<file path="src/hdl/gdad_pkg.sv">
// ----------------------------------------------------------------------------
// gdad_pkg
// Shared types, constants and calendar helpers of the date add-days unit.
// ----------------------------------------------------------------------------
package gdad_pkg;

  localparam int unsigned YearW   = 14;
  localparam int unsigned MonthW  = 4;
  localparam int unsigned DayW    = 5;
  localparam int unsigned OffsetW = 32;
  localparam int unsigned CountW  = 22;

  localparam logic [YearW-1:0]   MaxYear         = YearW'(9999);
  localparam logic [YearW-1:0]   YearsPerCentury = YearW'(100);
  localparam logic [MonthW-1:0]  MonthsPerYear   = MonthW'(12);
  localparam logic [DayW-1:0]    LastDayOfYear   = DayW'(31);
  localparam logic [6:0]         LastYearOfCent  = 7'd99;
  localparam logic [OffsetW-1:0] LastSerial      = OffsetW'(3652058);

  // Step direction codes
  localparam logic DirFwd = 1'b0;
  localparam logic DirBwd = 1'b1;

  typedef struct packed {
    logic load;     // take a fresh date from the load port
    logic advance;  // move one day in the direction below
    logic dir;
  } step_ctrl_t;

  typedef struct packed {
    logic            at_max;  // 9999-12-31
    logic            at_min;  // 0001-01-01
    logic [DayW-1:0] mlen;    // length of the current month
  } step_stat_t;

  function automatic logic [DayW-1:0] month_len(input logic [MonthW-1:0] m,
                                                input logic leap);
    logic [DayW-1:0] len;
    len = DayW'(31);
    case (m)
      MonthW'(2):  len = leap ? DayW'(29) : DayW'(28);
      MonthW'(4),
      MonthW'(6),
      MonthW'(9),
      MonthW'(11): len = DayW'(30);
      default:     len = DayW'(31);
    endcase
    return len;
  endfunction

endpackage

</file>
<file path="src/hdl/gdad_if.sv">
// ----------------------------------------------------------------------------
// gdad_req_if / gdad_rsp_if
// Valid/ready channels carrying date requests and results.
// ----------------------------------------------------------------------------
interface gdad_req_if;
  logic                              valid;
  logic                              ready;
  logic [gdad_pkg::YearW-1:0]        year;
  logic [gdad_pkg::MonthW-1:0]       month;
  logic [gdad_pkg::DayW-1:0]         day;
  logic signed [gdad_pkg::OffsetW-1:0] offset_days;

  modport source (output valid, year, month, day, offset_days, input ready);
  modport sink   (input valid, year, month, day, offset_days, output ready);
endinterface

interface gdad_rsp_if;
  logic                        valid;
  logic                        ready;
  logic [gdad_pkg::YearW-1:0]  new_year;
  logic [gdad_pkg::MonthW-1:0] new_month;
  logic [gdad_pkg::DayW-1:0]   new_day;
  logic                        ok;

  modport source (output valid, new_year, new_month, new_day, ok, input ready);
  modport sink   (input valid, new_year, new_month, new_day, ok, output ready);
endinterface

</file>
<file path="src/hdl/gdad_split.sv">
// ----------------------------------------------------------------------------
// gdad_split
// Split a year into year-of-century and century mod 4 by repeated subtract.
// ----------------------------------------------------------------------------
module gdad_split (
  input  logic                       clk_i,
  input  logic                       rst_ni,
  input  logic                       start_i,
  input  logic [gdad_pkg::YearW-1:0] year_i,
  output logic                       done_o,
  output logic [6:0]                 ymod100_o,
  output logic [1:0]                 cmod4_o
);

  logic                       busy_q, busy_d;
  logic [gdad_pkg::YearW-1:0] rem_q, rem_d;
  logic [1:0]                 cent_q, cent_d;
  logic                       ge_cent;

  assign ge_cent = (rem_q >= gdad_pkg::YearsPerCentury);

  always_comb begin
    busy_d = busy_q;
    rem_d  = rem_q;
    cent_d = cent_q;
    if (start_i) begin
      busy_d = 1'b1;
      rem_d  = year_i;
      cent_d = 2'd0;
    end else if (busy_q) begin
      if (ge_cent) begin
        rem_d  = rem_q - gdad_pkg::YearsPerCentury;
        cent_d = cent_q + 2'd1;
      end else begin
        busy_d = 1'b0;
      end
    end
  end

  always_ff @(posedge clk_i or negedge rst_ni) begin
    if (!rst_ni) begin
      busy_q <= 1'b0;
    end else begin
      busy_q <= busy_d;
    end
  end

  always_ff @(posedge clk_i) begin
    rem_q  <= rem_d;
    cent_q <= cent_d;
  end

  assign done_o    = busy_q && !ge_cent;
  assign ymod100_o = rem_q[6:0];
  assign cmod4_o   = cent_q;

endmodule

</file>
<file path="src/hdl/gdad_step.sv">
// ----------------------------------------------------------------------------
// gdad_step
// Date register that moves one calendar day per advance, either direction.
// ----------------------------------------------------------------------------
module gdad_step (
  input  logic                        clk_i,
  input  logic                        rst_ni,
  input  gdad_pkg::step_ctrl_t        ctrl_i,
  input  logic [gdad_pkg::YearW-1:0]  year_i,
  input  logic [gdad_pkg::MonthW-1:0] month_i,
  input  logic [gdad_pkg::DayW-1:0]   day_i,
  input  logic [6:0]                  ymod100_i,
  input  logic [1:0]                  cmod4_i,
  output logic [gdad_pkg::YearW-1:0]  year_o,
  output logic [gdad_pkg::MonthW-1:0] month_o,
  output logic [gdad_pkg::DayW-1:0]   day_o,
  output gdad_pkg::step_stat_t        stat_o
);

  logic [gdad_pkg::YearW-1:0]  y_q, y_d;
  logic [gdad_pkg::MonthW-1:0] m_q, m_d;
  logic [gdad_pkg::DayW-1:0]   d_q, d_d;
  logic [6:0]                  ym_q, ym_d;
  logic [1:0]                  cm_q, cm_d;
  logic                        leap;
  logic [gdad_pkg::DayW-1:0]   mlen;
  logic [gdad_pkg::MonthW-1:0] m_prev;

  // Leap by 4/100/400: century years look at the century count instead
  assign leap   = (ym_q != 7'd0) ? (y_q[1:0] == 2'd0) : (cm_q == 2'd0);
  assign mlen   = gdad_pkg::month_len(m_q, leap);
  assign m_prev = m_q - 4'd1;

  always_comb begin
    y_d  = y_q;
    m_d  = m_q;
    d_d  = d_q;
    ym_d = ym_q;
    cm_d = cm_q;
    if (ctrl_i.load) begin
      y_d  = year_i;
      m_d  = month_i;
      d_d  = day_i;
      ym_d = ymod100_i;
      cm_d = cmod4_i;
    end else if (ctrl_i.advance) begin
      if (ctrl_i.dir == gdad_pkg::DirFwd) begin
        if (d_q < mlen) begin
          d_d = d_q + 5'd1;
        end else begin
          d_d = 5'd1;
          if (m_q < gdad_pkg::MonthsPerYear) begin
            m_d = m_q + 4'd1;
          end else begin
            m_d = 4'd1;
            y_d = y_q + 14'd1;
            if (ym_q == gdad_pkg::LastYearOfCent) begin
              ym_d = 7'd0;
              cm_d = cm_q + 2'd1;
            end else begin
              ym_d = ym_q + 7'd1;
            end
          end
        end
      end else begin
        if (d_q > 5'd1) begin
          d_d = d_q - 5'd1;
        end else if (m_q > 4'd1) begin
          m_d = m_prev;
          d_d = gdad_pkg::month_len(m_prev, leap);
        end else begin
          m_d = gdad_pkg::MonthsPerYear;
          d_d = gdad_pkg::LastDayOfYear;
          y_d = y_q - 14'd1;
          if (ym_q == 7'd0) begin
            ym_d = gdad_pkg::LastYearOfCent;
            cm_d = cm_q - 2'd1;
          end else begin
            ym_d = ym_q - 7'd1;
          end
        end
      end
    end
  end

  // Date registers are payload and carry no reset
  always_ff @(posedge clk_i) begin
    y_q  <= y_d;
    m_q  <= m_d;
    d_q  <= d_d;
    ym_q <= ym_d;
    cm_q <= cm_d;
  end

  logic loaded_q;
  always_ff @(posedge clk_i or negedge rst_ni) begin
    if (!rst_ni) begin
      loaded_q <= 1'b0;
    end else if (ctrl_i.load) begin
      loaded_q <= 1'b1;
    end
  end

  assign year_o        = y_q;
  assign month_o       = m_q;
  assign day_o         = d_q;
  assign stat_o.mlen   = mlen;
  assign stat_o.at_max = loaded_q && (y_q == gdad_pkg::MaxYear) &&
                         (m_q == gdad_pkg::MonthsPerYear) &&
                         (d_q == gdad_pkg::LastDayOfYear);
  assign stat_o.at_min = loaded_q && (y_q == 14'd1) && (m_q == 4'd1) && (d_q == 5'd1);

endmodule

</file>
<file path="src/hdl/gregorian_date_add_days_unit.sv">
// ----------------------------------------------------------------------------
// gregorian_date_add_days_unit
// Adds a signed day count to a Gregorian date by walking one day per cycle.
// ----------------------------------------------------------------------------
// Usage:
//   req_i carries a request: year, month, day and a signed offset_days.
//   rsp_o returns one result per request: new_year, new_month, new_day, ok.
//   ok is 0 when the start date is invalid or the walk would leave years
//   1 to 9999; the request date is then echoed unchanged.
// Sequence:
//   A request with a bad start date or an offset beyond the whole calendar
//   span goes straight to the result. Otherwise the year split runs (one
//   subtract of 100 per cycle), StCheck checks the day against the month
//   length, and the day walk moves |offset_days| days, one day per cycle
//   through the single day stepper.
// Throughput:
//   One request at a time; req_i.ready is high only while no request is
//   being worked on.
// Reset: clears the sequencer and the result valid; nothing else to set up.
// Stall: a finished result waits in the output register while rsp_o.ready is
//   low, and a new request may already be taken and worked on meanwhile.
// ----------------------------------------------------------------------------
module gregorian_date_add_days_unit (
  input  logic            clk_i,
  input  logic            rst_ni,
  gdad_req_if.sink        req_i,
  gdad_rsp_if.source      rsp_o
);

  localparam logic [2:0] StIdle  = 3'd0;
  localparam logic [2:0] StSplit = 3'd1;
  localparam logic [2:0] StCheck = 3'd2;
  localparam logic [2:0] StWalk  = 3'd3;
  localparam logic [2:0] StDone  = 3'd4;

  logic [2:0] state_q, state_d;

  // Held request
  logic [gdad_pkg::YearW-1:0]  in_y_q, in_y_d;
  logic [gdad_pkg::MonthW-1:0] in_m_q, in_m_d;
  logic [gdad_pkg::DayW-1:0]   in_d_q, in_d_d;
  logic                        dir_q, dir_d;
  logic [gdad_pkg::CountW-1:0] cnt_q, cnt_d;
  logic                        ok_q, ok_d;

  // Output register
  logic                        rsp_valid_q, rsp_valid_d;
  logic [gdad_pkg::YearW-1:0]  rsp_y_q, rsp_y_d;
  logic [gdad_pkg::MonthW-1:0] rsp_m_q, rsp_m_d;
  logic [gdad_pkg::DayW-1:0]   rsp_d_q, rsp_d_d;
  logic                        rsp_ok_q, rsp_ok_d;

  logic                        req_fire;
  logic [gdad_pkg::OffsetW-1:0] mag;
  logic                        bad_start;
  logic                        too_far;
  logic                        out_free;

  logic                        split_start;
  logic                        split_done;
  logic [6:0]                  split_ymod100;
  logic [1:0]                  split_cmod4;

  gdad_pkg::step_ctrl_t        step_ctrl;
  gdad_pkg::step_stat_t        step_stat;
  logic [gdad_pkg::YearW-1:0]  step_y;
  logic [gdad_pkg::MonthW-1:0] step_m;
  logic [gdad_pkg::DayW-1:0]   step_d;

  assign req_i.ready = (state_q == StIdle);
  assign req_fire    = req_i.valid && req_i.ready;

  // Magnitude of the offset; the most negative value maps to 2^31 unsigned
  assign mag = req_i.offset_days[gdad_pkg::OffsetW-1] ?
               (~req_i.offset_days + 32'd1) : req_i.offset_days;

  assign bad_start = (req_i.year == 14'd0) || (req_i.year > gdad_pkg::MaxYear) ||
                     (req_i.month == 4'd0) || (req_i.month > gdad_pkg::MonthsPerYear) ||
                     (req_i.day == 5'd0);
  // No walk longer than the full calendar span can stay in range
  assign too_far   = (mag > gdad_pkg::LastSerial);

  assign out_free  = !rsp_valid_q || rsp_o.ready;

  assign split_start = req_fire && !bad_start && !too_far;

  gdad_split u_split (
    .clk_i     (clk_i),
    .rst_ni    (rst_ni),
    .start_i   (split_start),
    .year_i    (req_i.year),
    .done_o    (split_done),
    .ymod100_o (split_ymod100),
    .cmod4_o   (split_cmod4)
  );

  gdad_step u_step (
    .clk_i     (clk_i),
    .rst_ni    (rst_ni),
    .ctrl_i    (step_ctrl),
    .year_i    (in_y_q),
    .month_i   (in_m_q),
    .day_i     (in_d_q),
    .ymod100_i (split_ymod100),
    .cmod4_i   (split_cmod4),
    .year_o    (step_y),
    .month_o   (step_m),
    .day_o     (step_d),
    .stat_o    (step_stat)
  );

  always_comb begin
    state_d   = state_q;
    in_y_d    = in_y_q;
    in_m_d    = in_m_q;
    in_d_d    = in_d_q;
    dir_d     = dir_q;
    cnt_d     = cnt_q;
    ok_d      = ok_q;
    step_ctrl = '{load: 1'b0, advance: 1'b0, dir: dir_q};

    rsp_valid_d = rsp_valid_q && !rsp_o.ready;
    rsp_y_d     = rsp_y_q;
    rsp_m_d     = rsp_m_q;
    rsp_d_d     = rsp_d_q;
    rsp_ok_d    = rsp_ok_q;

    case (state_q)
      StIdle: begin
        if (req_fire) begin
          in_y_d = req_i.year;
          in_m_d = req_i.month;
          in_d_d = req_i.day;
          dir_d  = req_i.offset_days[gdad_pkg::OffsetW-1] ? gdad_pkg::DirBwd
                                                          : gdad_pkg::DirFwd;
          cnt_d  = mag[gdad_pkg::CountW-1:0];
          ok_d   = 1'b0;
          // Invalid start or hopeless offset: go straight to the result
          state_d = (bad_start || too_far) ? StDone : StSplit;
        end
      end
      StSplit: begin
        if (split_done) begin
          step_ctrl.load = 1'b1;
          state_d        = StCheck;
        end
      end
      StCheck: begin
        state_d = (in_d_q > step_stat.mlen) ? StDone : StWalk;
      end
      StWalk: begin
        if (cnt_q == '0) begin
          ok_d    = 1'b1;
          state_d = StDone;
        end else if ((dir_q == gdad_pkg::DirFwd && step_stat.at_max) ||
                     (dir_q == gdad_pkg::DirBwd && step_stat.at_min)) begin
          // Walk leaves the supported year span
          state_d = StDone;
        end else begin
          step_ctrl.advance = 1'b1;
          cnt_d             = cnt_q - 22'd1;
        end
      end
      StDone: begin
        if (out_free) begin
          rsp_valid_d = 1'b1;
          rsp_ok_d    = ok_q;
          rsp_y_d     = ok_q ? step_y : in_y_q;
          rsp_m_d     = ok_q ? step_m : in_m_q;
          rsp_d_d     = ok_q ? step_d : in_d_q;
          state_d     = StIdle;
        end
      end
      default: begin
        state_d = StIdle;
      end
    endcase
  end

  always_ff @(posedge clk_i or negedge rst_ni) begin
    if (!rst_ni) begin
      state_q     <= StIdle;
      rsp_valid_q <= 1'b0;
    end else begin
      state_q     <= state_d;
      rsp_valid_q <= rsp_valid_d;
    end
  end

  always_ff @(posedge clk_i) begin
    in_y_q   <= in_y_d;
    in_m_q   <= in_m_d;
    in_d_q   <= in_d_d;
    dir_q    <= dir_d;
    cnt_q    <= cnt_d;
    ok_q     <= ok_d;
    rsp_y_q  <= rsp_y_d;
    rsp_m_q  <= rsp_m_d;
    rsp_d_q  <= rsp_d_d;
    rsp_ok_q <= rsp_ok_d;
  end

  assign rsp_o.valid     = rsp_valid_q;
  assign rsp_o.new_year  = rsp_y_q;
  assign rsp_o.new_month = rsp_m_q;
  assign rsp_o.new_day   = rsp_d_q;
  assign rsp_o.ok        = rsp_ok_q;

  // A taken request always leaves idle on the next edge
  a_req_leaves_idle: assert property (@(posedge clk_i) disable iff (!rst_ni)
    req_fire |=> (state_q != StIdle))
    else $error("request accepted but sequencer stayed idle");

  // The remaining day count only shrinks during a walk
  a_cnt_shrinks: assert property (@(posedge clk_i) disable iff (!rst_ni)
    (state_q == StWalk && $past(state_q) == StWalk) |-> (cnt_q <= $past(cnt_q)))
    else $error("day count grew during walk");

  // A successful result is always a plausible calendar date
  a_ok_date_sane: assert property (@(posedge clk_i) disable iff (!rst_ni)
    (rsp_o.valid && rsp_o.ok) |->
      (rsp_o.new_month != 4'd0 && rsp_o.new_month <= gdad_pkg::MonthsPerYear &&
       rsp_o.new_day != 5'd0 && rsp_o.new_year != 14'd0 &&
       rsp_o.new_year <= gdad_pkg::MaxYear))
    else $error("ok result with an impossible date");

  // A failed result echoes the request it belongs to
  a_fail_echo: assert property (@(posedge clk_i) disable iff (!rst_ni)
    (state_q == StDone && out_free && !ok_q) |=>
      (rsp_o.new_year == $past(in_y_q) && rsp_o.new_day == $past(in_d_q)))
    else $error("failed result does not echo the request");

endmodule
</file>
<file path="src/flat_wrapper.sv">
// flat-port wrapper written by rule: the top's interface ports become plain ports
module gregorian_date_add_days_unit_flat 
  (clk_i, rst_ni, req_i_valid, req_i_year, req_i_month, req_i_day, req_i_offset_days, req_i_ready, rsp_o_valid, rsp_o_new_year, rsp_o_new_month, rsp_o_new_day, rsp_o_ok, rsp_o_ready);
  gdad_req_if req_i_i ();
  gdad_rsp_if rsp_o_i ();
  input  logic clk_i;
  input  logic rst_ni;
  input wire logic [$bits(req_i_i.valid)-1:0] req_i_valid;
  input wire logic [$bits(req_i_i.year)-1:0] req_i_year;
  input wire logic [$bits(req_i_i.month)-1:0] req_i_month;
  input wire logic [$bits(req_i_i.day)-1:0] req_i_day;
  input wire logic [$bits(req_i_i.offset_days)-1:0] req_i_offset_days;
  output wire logic [$bits(req_i_i.ready)-1:0] req_i_ready;
  output wire logic [$bits(rsp_o_i.valid)-1:0] rsp_o_valid;
  output wire logic [$bits(rsp_o_i.new_year)-1:0] rsp_o_new_year;
  output wire logic [$bits(rsp_o_i.new_month)-1:0] rsp_o_new_month;
  output wire logic [$bits(rsp_o_i.new_day)-1:0] rsp_o_new_day;
  output wire logic [$bits(rsp_o_i.ok)-1:0] rsp_o_ok;
  input wire logic [$bits(rsp_o_i.ready)-1:0] rsp_o_ready;
  assign req_i_i.valid = req_i_valid;
  assign req_i_i.year = req_i_year;
  assign req_i_i.month = req_i_month;
  assign req_i_i.day = req_i_day;
  assign req_i_i.offset_days = req_i_offset_days;
  assign req_i_ready = req_i_i.ready;
  assign rsp_o_valid = rsp_o_i.valid;
  assign rsp_o_new_year = rsp_o_i.new_year;
  assign rsp_o_new_month = rsp_o_i.new_month;
  assign rsp_o_new_day = rsp_o_i.new_day;
  assign rsp_o_ok = rsp_o_i.ok;
  assign rsp_o_i.ready = rsp_o_ready;
  gregorian_date_add_days_unit u_core (.clk_i(clk_i), .rst_ni(rst_ni), .req_i(req_i_i), .rsp_o(rsp_o_i));
endmodule
</file>
<file path="config.mk">
export PLATFORM = sky130hd
export DESIGN_NAME = gregorian_date_add_days_unit_flat
export DESIGN_NICKNAME = d
export VERILOG_FILES = /design/src/hdl/gdad_pkg.sv /design/src/hdl/gdad_if.sv /design/src/hdl/gdad_split.sv /design/src/hdl/gdad_step.sv /design/src/hdl/gregorian_date_add_days_unit.sv /design/src/flat_wrapper.sv
export SDC_FILE = /design/constraint.sdc
export NUM_CORES = 1
export LEC_CHECK = 0
export BUFFER_PORTS_ARGS = -buffer_cell sky130_fd_sc_hd__buf_2
export CELL_PAD_IN_SITES_DETAIL_PLACEMENT = 0
export CELL_PAD_IN_SITES_GLOBAL_PLACEMENT = 1
export CORE_MARGIN = 5
export CORE_UTILIZATION = 47
export DETAILED_ROUTE_END_ITERATION = 8
export HOLD_SLACK_MARGIN = 0.02
export PLACE_DENSITY = 0.91
export SKIP_LAST_GASP = 1
export SLEW_MARGIN = 20
export SYNTH_ARGS = -nofsm -noshare
export SYNTH_HDL_FRONTEND = slang
export SYNTH_SLANG_ARGS = --single-unit
</file>
<file path="constraint.sdc">
create_clock -name clk_i -period 4.3 [get_ports clk_i]
set_input_delay 0.215 -clock clk_i [delete_from_list [all_inputs] [get_ports clk_i]]
set_output_delay 0.215 -clock clk_i [all_outputs]
set_load 0.005 [all_outputs]
</file>
# Word level (Yosys, flattened, before mapping)
# Cells that the tools add are included.
[word_totals]
reg_bits = 125
wordCells = 205
out_inout_bits = 26
in_bits = 59
[classes]
magnitude_cmp = 9
bitwise_logic = 2
eq_ne = 33
reduce_logical = 51
addsub = 14
mux = 75
[op_table]
columns = ["cell", "n"]
rows = [
  ["$mux W14", 11],
  ["$mux W22", 3],
  ["$mux W7", 9],
  ["$pmux W22 S2", 1],
  ["$mux W5", 7],
  ["$add A32 B1 Y32 const B", 1],
  ["$gt A32 B22 Y1 const B", 1],
  ["$mux W32", 1],
  ["$mux W4", 8],
  ["$not A32 Y32", 1],
  ["$logic_not A22 Y1", 1],
  ["$sub A22 B1 Y22 const B", 1],
  ["$mux W3", 7],
  ["$eq A4 B4 Y1 const B", 5],
  ["$mux W2", 9],
  ["$eq A4 B3 Y1 const B", 4],
  ["$mux W1", 15],
  ["$pmux W3 S5", 1],
  ["$add A14 B1 Y14 const B", 1],
  ["$eq A14 B1 Y1 const B", 1],
  ["$eq A14 B14 Y1 const B", 1],
  ["$ge A14 B7 Y1 const B", 1],
  ["$gt A14 B14 Y1 const B", 1],
  ["$logic_not A14 Y1", 1],
  ["other kinds (48)", 92],
]

# Depth between registers and ports, before layout
[depth]
ltp_word = 11
ltp_mapped = 15
ltp_nobuf = 14

# Hierarchy
# From an unflattened synthesis, not the netlist that was laid out.
[unflattened]
cells_unflattened = 899
hier_area_um2 = 8690.8
[modules_own_cells]
columns = ["module", "instances", "area_per_inst_um2", "seq_area_each_um2", "cells_per_inst"]
rows = [
  ["gregorian_date_add_days_unit", 1, 4718.3, 2232.1, 458],
  ["gdad_step", 1, 2941.6, 985.9, 344],
  ["gdad_split", 1, 1031.0, 485.5, 97],
]

# Worst setup path before layout
# Ideal clock, no wire load.
[synth_timing]
kind = "register to register"
from = "register u_core.u_step.ym_q[0]"
to = "register u_core.u_step.y_q (netlist bit u_core.u_step.year_o[0]) (enable)"
t_arrival_ps = 3127
path_stages_with_launch = 12
period_less_slack_ps = 3533
path_buffers = 1
slack_ps = 767
t_required_ps = 3894
cell_sequence = "edfxtp_1 inv_1 ha_1 or3b_1 clkbuf_1 o21ai_0 nand3_1 a21oi_1 o41ai_1 o21ai_0 a21oi_1 a21oi_1"
[synth_via]
elab_chain_len = 7
[synth_lines]
columns = ["element", "line", "source"]
rows = [
  ["start: declaration", "gdad_step.sv:23", "logic [6:0] ym_q, ym_d;"],
  ["start signal: assignment", "gdad_step.sv:91", "ym_q <= ym_d;"],
  ["$reduce_bool A7 Y1", "gdad_step.sv:30", "assign leap = (ym_q != 7'd0) ? (y_q[1:0] == 2'd0) : (cm_q == 2'd0);"],
  ["$mux W1", "gdad_step.sv:30", ""],
  ["$mux W1", "gdad_pkg.sv:41", "MonthW'(2): len = leap ? DayW'(29) : DayW'(28);"],
  ["$pmux W2 S2", "gdad_pkg.sv:40", "case (m)"],
  ["$lt A5 B5 Y1", "gdad_step.sv:48", "if (d_q < mlen) begin"],
  ["$ne A3 B1 Y1 (no source line)", "n/a", ""],
  ["$reduce_and A5 Y1 (no source line)", "n/a", ""],
  ["end signal: assignment", "gdad_step.sv:88", "y_q <= y_d;"],
  ["end: declaration", "gdad_step.sv:20", "logic [gdad_pkg::YearW-1:0] y_q, y_d;"],
]
# Every way passes these cells.
# A chain may end at the register's enable or synchronous reset.

# Worst setup path after layout
[layout_timing]
from = "register u_core.u_step.ym_q[0]"
to = "register u_core.u_step.ym_q[5] (enable)"
[layout_via]
elab_chain_len = 7
[layout_lines]
columns = ["element", "line"]
rows = [
  ["$reduce_bool A7 Y1", "gdad_step.sv:30"],
  ["$mux W1", "gdad_step.sv:30"],
  ["$mux W1", "gdad_pkg.sv:41"],
  ["$pmux W2 S2", "gdad_pkg.sv:40"],
  ["$lt A5 B5 Y1", "gdad_step.sv:48"],
  ["$ne A3 B1 Y1 (no source line)", "n/a"],
  ["$reduce_and A5 Y1 (no source line)", "n/a"],
]
# Every way passes these cells.

==> flow_metrics.py <==
metrics = {
    "status": {
        "outcome": "finished clean",
    },
    "clock_tree": {
        "cts_h_tree_depth": 4,
        "clk_root_buffer_cell": "sky130_fd_sc_hd__clkbuf_16",
        "count_of_clock_tree_sinks": 125,
        "post_cts_resize_count": 0,
        "tritoncts.num_buffers": 17,
        "ctsLongestPathBuffers": 2,
        "cts.clk_slew.worst_paths_ns": 0.06,
        "cts_tree": "built",
        "clock_latency_ns": 0.42,
    },
    "synthesis": {
        "post_synth.cell_area_avg_um2": 9.727,
        "yosys_most_used_dff": "sky130_fd_sc_hd__edfxtp_1",
        "yosysUniqueCellTypes": 82,
        "synthDominantCellAreaShare_pct": 42.10,
        "syn_nets": 939,
        "synth.yosys.seq_area_share_pct": 44.38,
        "synth.cell_area_um2": 8346,
        "synth_edf_count": 117,
        "netlist_top_cells_area": "sky130_fd_sc_hd__edfxtp_1 42%, sky130_fd_sc_hd__xnor2_1 4.1%, sky130_fd_sc_hd__nor2_1 4.0%",
        "netlist.top_cell.by_area": "sky130_fd_sc_hd__edfxtp_1",
        "ys_warn_count": 0,
        "async_flop_share_pct": 4.800,
        "number_of_synthesized_register_bits": 125,
        "synthesis.instances": 858,
    },
    "sta": {
        "fmax_mhz": 290.4,
        "final_number_of_hold_violating_endpoints": 0,
        "final_critical_path_setup_slack_ns": 0.8562,
        "max_slew_margin_pct": 36.42,
        "worst_pin_slew_ns": 0.9450,
        "period_needed_ns": 3.444,
        "slew_violations": 0,
        "fin_worst_skew_ns": 0.007558,
        "grt_setup_unrepaired": "false",
        "min_period_over_period_pct": 80.09,
        "setup_tns_ns": 0,
        "timing.final.setup_violations": 0,
        "holdWs_ns": 0.03760,
    },
    "cells_and_area": {
        "fillers": 1532,
        "final_net_count": 1028,
        "area_of_the_multi_input_gates_um2": 4330,
        "final_core_util_pct": 55.90,
        "antennaDiodeCount": 0,
        "drive_gt1_share_pct": 19.69,
        "area_growth_syn_to_layout_pct": 16.25,
        "ff_latch_area_um2": 3704,
    },
    "power": {
        "power.density_cell_area_nw_per_um2": 326.3,
        "power.static_leakage_nw": 3.505,
        "power.ir.vdd_worst_mv": 0.2101,
    },
    "place": {
        "dp_slack_ns": 0.7175,
        "replace_congestion": 0.8711,
        "dp_hpwl_um": 14800,
        "buffer_ports.inserted": 84,
    },
    "die": {
        "boundaryPins": 85,
        "floorplan.die.width_um": 143.3,
        "placementRows": 48,
        "design.die.area_um2": 20520,
        "start_util_pct": 48.08,
        "coreArea_um2": 17360,
        "fp.dieH_um": 143.3,
    },
    "critical_path": {
        "cp-start-kind": "flip-flop",
        "cp_max_fo": 21,
        "critPathCaptureType": "flip-flop",
        "critical_path.cell_chain": "inv_1, ha_1, or3b_1, or4_1, nand3_1, a21oi_1, o41ai_1, buf_4, o21ai_0, a21oi_1, a21oi_2, buf_4",
        "worst-endpoint-arrival_ns": 3.60,
        "critPathMaxStageDelay_ns": 0.53,
        "critical-path-slowest-cell": "sky130_fd_sc_hd__or4_1",
        "crit_type": "flip-flop to flip-flop",
        "setup.reg_to_reg.worst_slack_ns": 0.86,
        "required_ns": 4.45,
    },
    "global_route": {
        "globalRoute.totalOverflow": 0,
        "globalRouteTotalUtil_pct": 20.56,
        "grt_max_degree": 44,
        "wire_length_of_the_first_global_routing_pass_um": 33480,
        "antenna_found_initial": 0,
        "via_count_of_the_first_global_routing_pass": 6617,
    },
    "detailed_routing": {
        "dr_iter_0_viols": 565,
        "detail_route.wl_per_cell_um": 17.47,
        "detail-route-antenna-nets": 0,
        "wl_um": 20700,
        "drt_pass1_iterations": 5,
        "drc": 0,
        "routed_via_density": 5.835,
        "dr_total_vias": 6914,
    },
    "flow_run": {
        "max_cap_viol_count": 0,
    },
    "min_path": {
        "worst_min_path_class": "primary input to flip-flop",
    },
}
cell usage in the layout, fill, tap and decap left out, types with 11 or more instances in the layout:
| cell | count |
|---|---|
| sky130_fd_sc_hd__a21oi_1 | 50 |
| sky130_fd_sc_hd__buf_2 | 84 |
| sky130_fd_sc_hd__buf_4 | 14 |
| sky130_fd_sc_hd__clkbuf_16 | 17 |
| sky130_fd_sc_hd__dlygate4sd3_1 | 19 |
| sky130_fd_sc_hd__edfxtp_1 | 117 |
| sky130_fd_sc_hd__ha_1 | 22 |
| sky130_fd_sc_hd__inv_1 | 27 |
| sky130_fd_sc_hd__mux2_2 | 26 |
| sky130_fd_sc_hd__nand2_1 | 72 |
| sky130_fd_sc_hd__nand3_1 | 26 |
| sky130_fd_sc_hd__nand4_1 | 14 |
| sky130_fd_sc_hd__nor2_1 | 89 |
| sky130_fd_sc_hd__nor3_1 | 36 |
| sky130_fd_sc_hd__nor4_1 | 14 |
| sky130_fd_sc_hd__o21ai_0 | 59 |
| sky130_fd_sc_hd__o31ai_1 | 15 |
| sky130_fd_sc_hd__or4_1 | 11 |
| sky130_fd_sc_hd__xnor2_1 | 39 |
| sky130_fd_sc_hd__xor2_1 | 36 |
repair_timing:
action	in CTS	in global routing
hold endpoints to repair	24	0
hold buffers	19	0
setup buffers	0	0
endpoints found under the setup margin	0	0
state kept, by name, summed over array words and instances, names as in the netlist, 3 cells and up:
register	count
u_core.state_q	3
u_core.rsp_o.new_day	5
u_core.u_split.rem_q	14
u_core.rsp_o.new_year	14
u_core.in_m_q	4
u_core.rsp_o.new_month	4
u_core.cnt_q	22
u_core.u_step.day_o	5
u_core.u_step.month_o	4
u_core.u_step.year_o	14
u_core.in_y_q	14
u_core.u_step.ym_q	7
u_core.in_d_q	5
metal layers:
layer,share of wire (%),vias up,GRT usage [%]
met4,1.9,0,7.433
li1,-,3381,-
met1,46,3280,28.79
met3,5.8,34,3.684
met2,46,219,32.17
met5,0,-,0
cells by family after synthesis:
group,count (synthesis),synth area share [%]
DFF,125,44.38
xor gates and xnor gates,75,7.871
muxes,39,5.652
AOI/OAI and AO/OA,191,14.54
adders and majority gates,22,3.298
and+or+nand+nor,330,20.39
buffers and inverters,76,3.868
path summary, 6_finish.rpt:
check | from | to | cells after the start
worst min register to register | u_core.u_step.loaded_q$_DFFE_PN0P_ | u_core.u_step.loaded_q$_DFFE_PN0P_ | 1
worst max-delay path | u_core.u_step.ym_q[0]$_DFFE_PP_ | u_core.u_step.ym_q[5]$_DFFE_PP_ | 12
max in group asynchronous | rst_ni | u_core.state_q[1]$_DFFE_PN0P_ | 2
min in group asynchronous | rst_ni | u_core.u_step.loaded_q$_DFFE_PN0P_ | 2
worst max register to register | u_core.u_step.ym_q[0]$_DFFE_PP_ | u_core.u_step.ym_q[5]$_DFFE_PP_ | 12
worst min-delay path | req_i_year[12] | u_core.in_y_q[12]$_DFFE_PP_ | 1
cell usage after synthesis, types with 3 or more instances:
cell type / count
sky130_fd_sc_hd__nor2b_1: 3
sky130_fd_sc_hd__a41oi_1: 3
sky130_fd_sc_hd__edfxtp_1: 117
sky130_fd_sc_hd__xnor2_1: 39
sky130_fd_sc_hd__xor2_1: 36
sky130_fd_sc_hd__and2_1: 3
sky130_fd_sc_hd__nand2b_1: 10
sky130_fd_sc_hd__nand2_1: 72
sky130_fd_sc_hd__nor2_1: 90
sky130_fd_sc_hd__mux2_4: 7
sky130_fd_sc_hd__ha_1: 22
sky130_fd_sc_hd__nor4_1: 14
sky130_fd_sc_hd__and4_1: 3
sky130_fd_sc_hd__mux2_2: 26
sky130_fd_sc_hd__o31ai_1: 15
sky130_fd_sc_hd__a311oi_1: 4
sky130_fd_sc_hd__a31oi_1: 8
sky130_fd_sc_hd__or3_1: 9
sky130_fd_sc_hd__nor3_1: 37
sky130_fd_sc_hd__and3_1: 5
sky130_fd_sc_hd__o41ai_1: 5
sky130_fd_sc_hd__o21ai_0: 59
sky130_fd_sc_hd__or4_1: 11
sky130_fd_sc_hd__a32oi_1: 4
sky130_fd_sc_hd__mux2i_1: 4
sky130_fd_sc_hd__dfrtp_1: 6
sky130_fd_sc_hd__nor3b_1: 6
sky130_fd_sc_hd__clkbuf_1: 41
sky130_fd_sc_hd__nand4_1: 14
sky130_fd_sc_hd__nand3b_1: 4
sky130_fd_sc_hd__o211ai_1: 6
sky130_fd_sc_hd__inv_1: 27
sky130_fd_sc_hd__a21o_1: 3
sky130_fd_sc_hd__nand4b_1: 5
sky130_fd_sc_hd__a211oi_1: 5
sky130_fd_sc_hd__buf_6: 3
sky130_fd_sc_hd__o22ai_1: 4
sky130_fd_sc_hd__a21oi_1: 51
sky130_fd_sc_hd__nand3_1: 26
critical path, delay by kind of cell, from the launching register on:
kind | cells | cell delay, ns
flip-flops | 1 | 0.48
adder cells (fa/ha/maj) | 1 | 0.18
AND/OR/NAND/NOR | 3 | 1.11
AO/OA/AOI/OAI | 5 | 0.84
buffers and inverters | 3 | 0.57
where the power goes:
part / total [mW] / switching [mW] / leakage [nW] / internal, mW
sequential: 1.49 / 0.0563 / 1.19 / 1.43
clock: 1.31 / 0.566 / 0.256 / 0.742
combinational: 0.368 / 0.213 / 2.06 / 0.155
cell type report:
| class | instances | area share [%] |
|---|---|---|
| clock buffers | 17 | 4.385 |
| flip-flops and latches | 125 | 38.17 |
| clock inverters | 15 | 1.161 |
| multi-input cells | 657 | 44.64 |
| inverters | 28 | 1.083 |
| well taps | 225 | 2.902 |
| repair buffers | 118 | 7.661 |
metrics by stage:
step                      total power, mW  instances  area (µm²)
after detailed placement            1.861       1133        8946
after global routing                3.278       1185        9702
after global placement              1.854       1133        8946
after CTS                           3.174       1184        9674
after floorplan                     1.707        858        8346
final                               3.165       1185        9702
Power figures use the tool's default switching activity.
